===== config.mk =====
export PLATFORM = sky130hd
export DESIGN_NAME = kcht_front
export DESIGN_NICKNAME = d
export VERILOG_FILES = /design/src/rtl/kcht_pkg.sv /design/src/rtl/kcht_front.sv
export SDC_FILE = /design/constraint.sdc
export NUM_CORES = 1
export LEC_CHECK = 0
export BUFFER_PORTS_ARGS = -buffer_cell sky130_fd_sc_hd__buf_4
export CAP_MARGIN = 20
export CORE_MARGIN = 3
export CORE_UTILIZATION = 56
export DETAILED_ROUTE_END_ITERATION = 6
export PLACE_DENSITY = 0.84
export SYNTH_ARGS = -nofsm -noshare
export SYNTH_HDL_FRONTEND = slang
export SYNTH_SLANG_ARGS = --single-unit

===== constraint.sdc =====
create_clock -name i_clk -period 3.5 [get_ports i_clk]
set_input_delay 0.175 -clock i_clk [delete_from_list [all_inputs] [get_ports i_clk]]
set_output_delay 0.175 -clock i_clk [all_outputs]
set_load 0.01 [all_outputs]

===== src/rtl/kcht_pkg.sv =====
// kcht_pkg: shared types and codes for the keyed counter hash table
// no dependencies
package kcht_pkg;
    localparam logic [1:0] CMD_INSERT = 2'd0;
    localparam logic [1:0] CMD_QUERY  = 2'd1;
    localparam logic [1:0] CMD_SELL   = 2'd2;
    localparam logic [1:0] CMD_SPARE  = 2'd3;

    localparam logic [1:0] ST_OK       = 2'd0;
    localparam logic [1:0] ST_NOTFOUND = 2'd1;
    localparam logic [1:0] ST_FULL     = 2'd2;

    localparam int KEY_W   = 15;
    localparam int PRICE_W = 16;
    localparam int COUNT_W = 16;
    localparam int REV_W   = 32;

    typedef struct packed {
        logic [1:0]         cmd;
        logic [KEY_W-1:0]   key;
        logic [PRICE_W-1:0] price;
    } t_req;
endpackage


===== src/rtl/kcht_front.sv =====
// kcht_front: two-entry input request queue
// depends on kcht_pkg
module kcht_front (
    input  logic           i_clk,
    input  logic           i_rst_n,
    input  logic           i_valid,
    output logic           o_ready,
    input  kcht_pkg::t_req i_req,
    output logic           o_valid,
    input  logic           i_ready,
    output kcht_pkg::t_req o_req
);
    import kcht_pkg::*;

    t_req       r_q [2];
    logic       r_wp, r_rp;
    logic [1:0] r_cnt;
    logic       w_push, w_pop;

    assign o_ready = (r_cnt != 2'd2);
    assign o_valid = (r_cnt != 2'd0);
    assign o_req   = r_q[r_rp];
    assign w_push  = i_valid && o_ready;
    assign w_pop   = o_valid && i_ready;

    always_ff @(posedge i_clk) begin
        if (w_push) begin
            r_q[r_wp] <= i_req;
        end
        if (!i_rst_n) begin
            r_wp  <= 1'b0;
            r_rp  <= 1'b0;
            r_cnt <= 2'd0;
        end else begin
            if (w_push) r_wp <= ~r_wp;
            if (w_pop)  r_rp <= ~r_rp;
            r_cnt <= r_cnt + {1'b0, w_push} - {1'b0, w_pop};
        end
    end
endmodule


==> impl_metrics.sql <==
INSERT INTO impl_metrics (metric_group, metric, value, unit) VALUES
('drt', 'drc_errors', '0', ''),
('power', 'leakagePower', '1.39', 'nW'),
('cts', 'clkSlewWorstSetupHoldPaths', '70', 'ps'),
('sta', 'fin_crit', '1860', 'ps'),
('drt', 'drt_first_pass_iters', '4', ''),
('drt', 'dr.first_iter.drc_count', '70', ''),
('power', 'clock_share_of_power', '22.0', '%'),
('yosys', 'synth_sequential_area_ratio', '75.1', '%'),
('yosys', 'synthDominantCellAreaShare', '71.5', '%'),
('sta', 'fin_setup_tns', '0', 'ps'),
('power', 'netSwitchingFraction', '26.5', '%'),
('yosys', 'syn-instance-count', '127', ''),
('global_routing', 'first_pass_grt_wire_length', '7120', 'um'),
('yosys', 'post_synth_instance_area', '2770', 'um2'),
('setup_path', 'regToRegSetupSlack', '1650', 'ps'),
('yosys', 'synthTopCellsByArea', 'edfxtp_1, mux2_4, dfxtp_1, buf_12, mux2_2', ''),
('cts', 'cts-root-buf', 'clkbuf_8', ''),
('sta', 'timing_hold_violations_final', '0', ''),
('cts', 'cts_inserted_buffers', '9', ''),
('drt', 'wirelength', '4540', 'um'),
('setup_path', 'critical_path.slowest_cell', 'dfxtp_2', ''),
('global_routing', 'largest_net_degree_at_the_start_of_global_routing', '34', ''),
('drt', 'route.vias.total', '1393', ''),
('die', 'top_level_ports', '72', ''),
('run', 'cap_viol_max_count', '0', ''),
('sta', 'setup_viol', '0', ''),
('yosys', 'synth_area_per_cell', '21.8', 'um2'),
('sta', 'fmaxAchievable', '0.537', 'GHz'),
('setup_path', 'critical_path_class', 'register to output port', ''),
('die', 'core_area', '4560', 'um2'),
('final_layout', 'insertedDiodeCount', '0', ''),
('yosys', 'ys_types', '18', ''),
('outcome', 'outcome', 'complete, no violations', ''),
('place', 'dp_slack', '1630', 'ps'),
('global_routing', 'grt.overflow.total', '0', ''),
('cts', 'cts-hold-fix-buffers', '0', ''),
('cts', 'cts_buffer_depth', '2', ''),
('drt', 'postRouteAntennaNets', '0', ''),
('die', 'start_util', '60.7', '%'),
('global_routing', 'antenna_found_initial', '0', ''),
('yosys', 'netlist_top_cells_count', 'edfxtp_1, mux2_4, dfxtp_1', ''),
('place', 'routabilityCongestion', '0.663', ''),
('setup_path', 'timing.critical_path.cells', 'buf_12 > mux2_2 > buf_4', ''),
('setup_path', 'highest_net_fanout_along_the_worst_path', '22', ''),
('yosys', 'ys_ff_latch', '71', ''),
('yosys', 'ys_flop_type', 'edfxtp_1', ''),
('drt', 'route.detailed.wl_per_inst', '16.4', 'um'),
('setup_path', 'critPathMaxStageDelay', '580', 'ps'),
('cts', 'cts_repair_resize_count', '0', ''),
('place', 'port_buffers', '71', ''),
('setup_path', 'critical_path_required', '3320', 'ps'),
('final_layout', 'drive_gt1_share', '57.1', '%'),
('drt', 'avgViaCountPerCell', '5.03', ''),
('hold_path', 'hp-class', 'primary input to register', ''),
('setup_path', 'cp-start-kind', 'register', ''),
('final_layout', 'areaGrowthSynthToFinish', '26.4', '%'),
('yosys', 'post_synth_top_area_cell', 'edfxtp_1', ''),
('sta', 'slew_headroom', '35.7', '%'),
('sta', 'max_slew.worst_pin.slew', '962', 'ps'),
('yosys', 'ys_warn_count', '0', ''),
('cts', 'post-cts-setup-buffer-count', '0', ''),
('power', 'share_seq_of_total_power', '47.9', '%'),
('yosys', 'number_of_nets_produced_by_synthesis', '166', ''),
('final_layout', 'nNetsFinal', '246', ''),
('power', 'power.share.combinational', '30.1', '%'),
('die', 'placement_rows', '24', ''),
('power', 'power.ir.vdd_worst', '0.508', 'mV'),
('yosys', 'synth_edf_count', '66', ''),
('cts', 'tritoncts_clock_tree', 'done', ''),
('cts', 'clk_latency', '330', 'ps'),
('setup_path', 'cp_data_arrival_time', '1690', 'ps');
==> flip-flops by register name, summed over array words and instances (netlist names), named ones only <==
signal	flops
r_q	66
r_cnt	2
r_wp	1
r_rp	1
==> final timing paths <==
kind,start,to,cells after the start
worst max-delay path,register,o_req[32],3
worst min register to register,r_rp$_SDFFE_PN0P_,register,2
worst min-delay path,i_req[11],r_q[1][11]$_DFFE_PP_,1
worst max register to register,r_cnt[0]$_SDFF_PN0_,r_q[0][20]$_DFFE_PP_,3
==> cell families (layout without fill, tap and decap cells) <==
logic type	Yosys count	count (layout)	synth area share, %
buffers and inverters	5	90	2.71
AO/OA/AOI/OAI	1	1	0.316
multiplexers	34	34	17.8
AND/OR/NAND/NOR	11	11	2.21
XOR/XNOR	3	3	0.948
adder cells (fa/ha/maj)	2	2	0.902
flip-flops	71	71	75.1
==> final cells by class <==
cell class,instances,area [um2]
sequential,71,2080
fill,283,1060
multi-input combinational,51,623
timing repair buffer,73,561
clock buffer,13,139
tap,65,81.3
clock inverter,3,13.8
inverter,1,3.75
==> cells in the final DEF, fill, tap and decap left out, types with 2 or more instances in the layout <==
cell type	n
nand2b_1	2
clkbuf_1	4
mux2_4	30
mux2_2	3
clkinv_2	2
edfxtp_1	66
ha_1	2
buf_4	72
dfxtp_1	4
nand2_1	2
nor2b_1	2
clkbuf_8	9
xnor2_1	3
and2_1	2
==> routing by layer <==
layer / global-route usage [%] / up-vias / wire length [um]
li1: - / 648 / -
met1: 18.3 / 689 / 1800
met2: 27.9 / 50 / 2410
met3: 6.26 / 6 / 255
met4: 7.07 / 0 / 76
met5: 0 / - / 0
==> critical path, delay by kind of cell (launching register included) <==
| kind | cells | cell delay, ps |
|---|---|---|
| multiplexers | 1 | 360 |
| flip-flops | 1 | 580 |
| buffers and inverters | 2 | 400 |
==> power groups by stage <==
stage | clock network, mW | registers (mW) | logic (mW)
after floorplan | 0 | 1.12 | 0.498
after global placement | 0 | 1.18 | 0.652
after detailed placement | 0 | 1.19 | 0.671
after CTS | 0.533 | 1.18 | 0.674
after global routing | 0.574 | 1.15 | 0.757
final | 0.521 | 1.13 | 0.712
==> stage by stage <==
step	std cells	cell area [um2]	util (%)
2_1_floorplan	127	2770	-
3_3_place_gp	260	3330	73.0
3_5_place_dp	260	3330	73.0
4_1_cts	276	3480	76.3
5_1_grt	277	3500	76.8
6_report	277	3500	76.8
No activity file was read; power rests on OpenSTA's default activity.
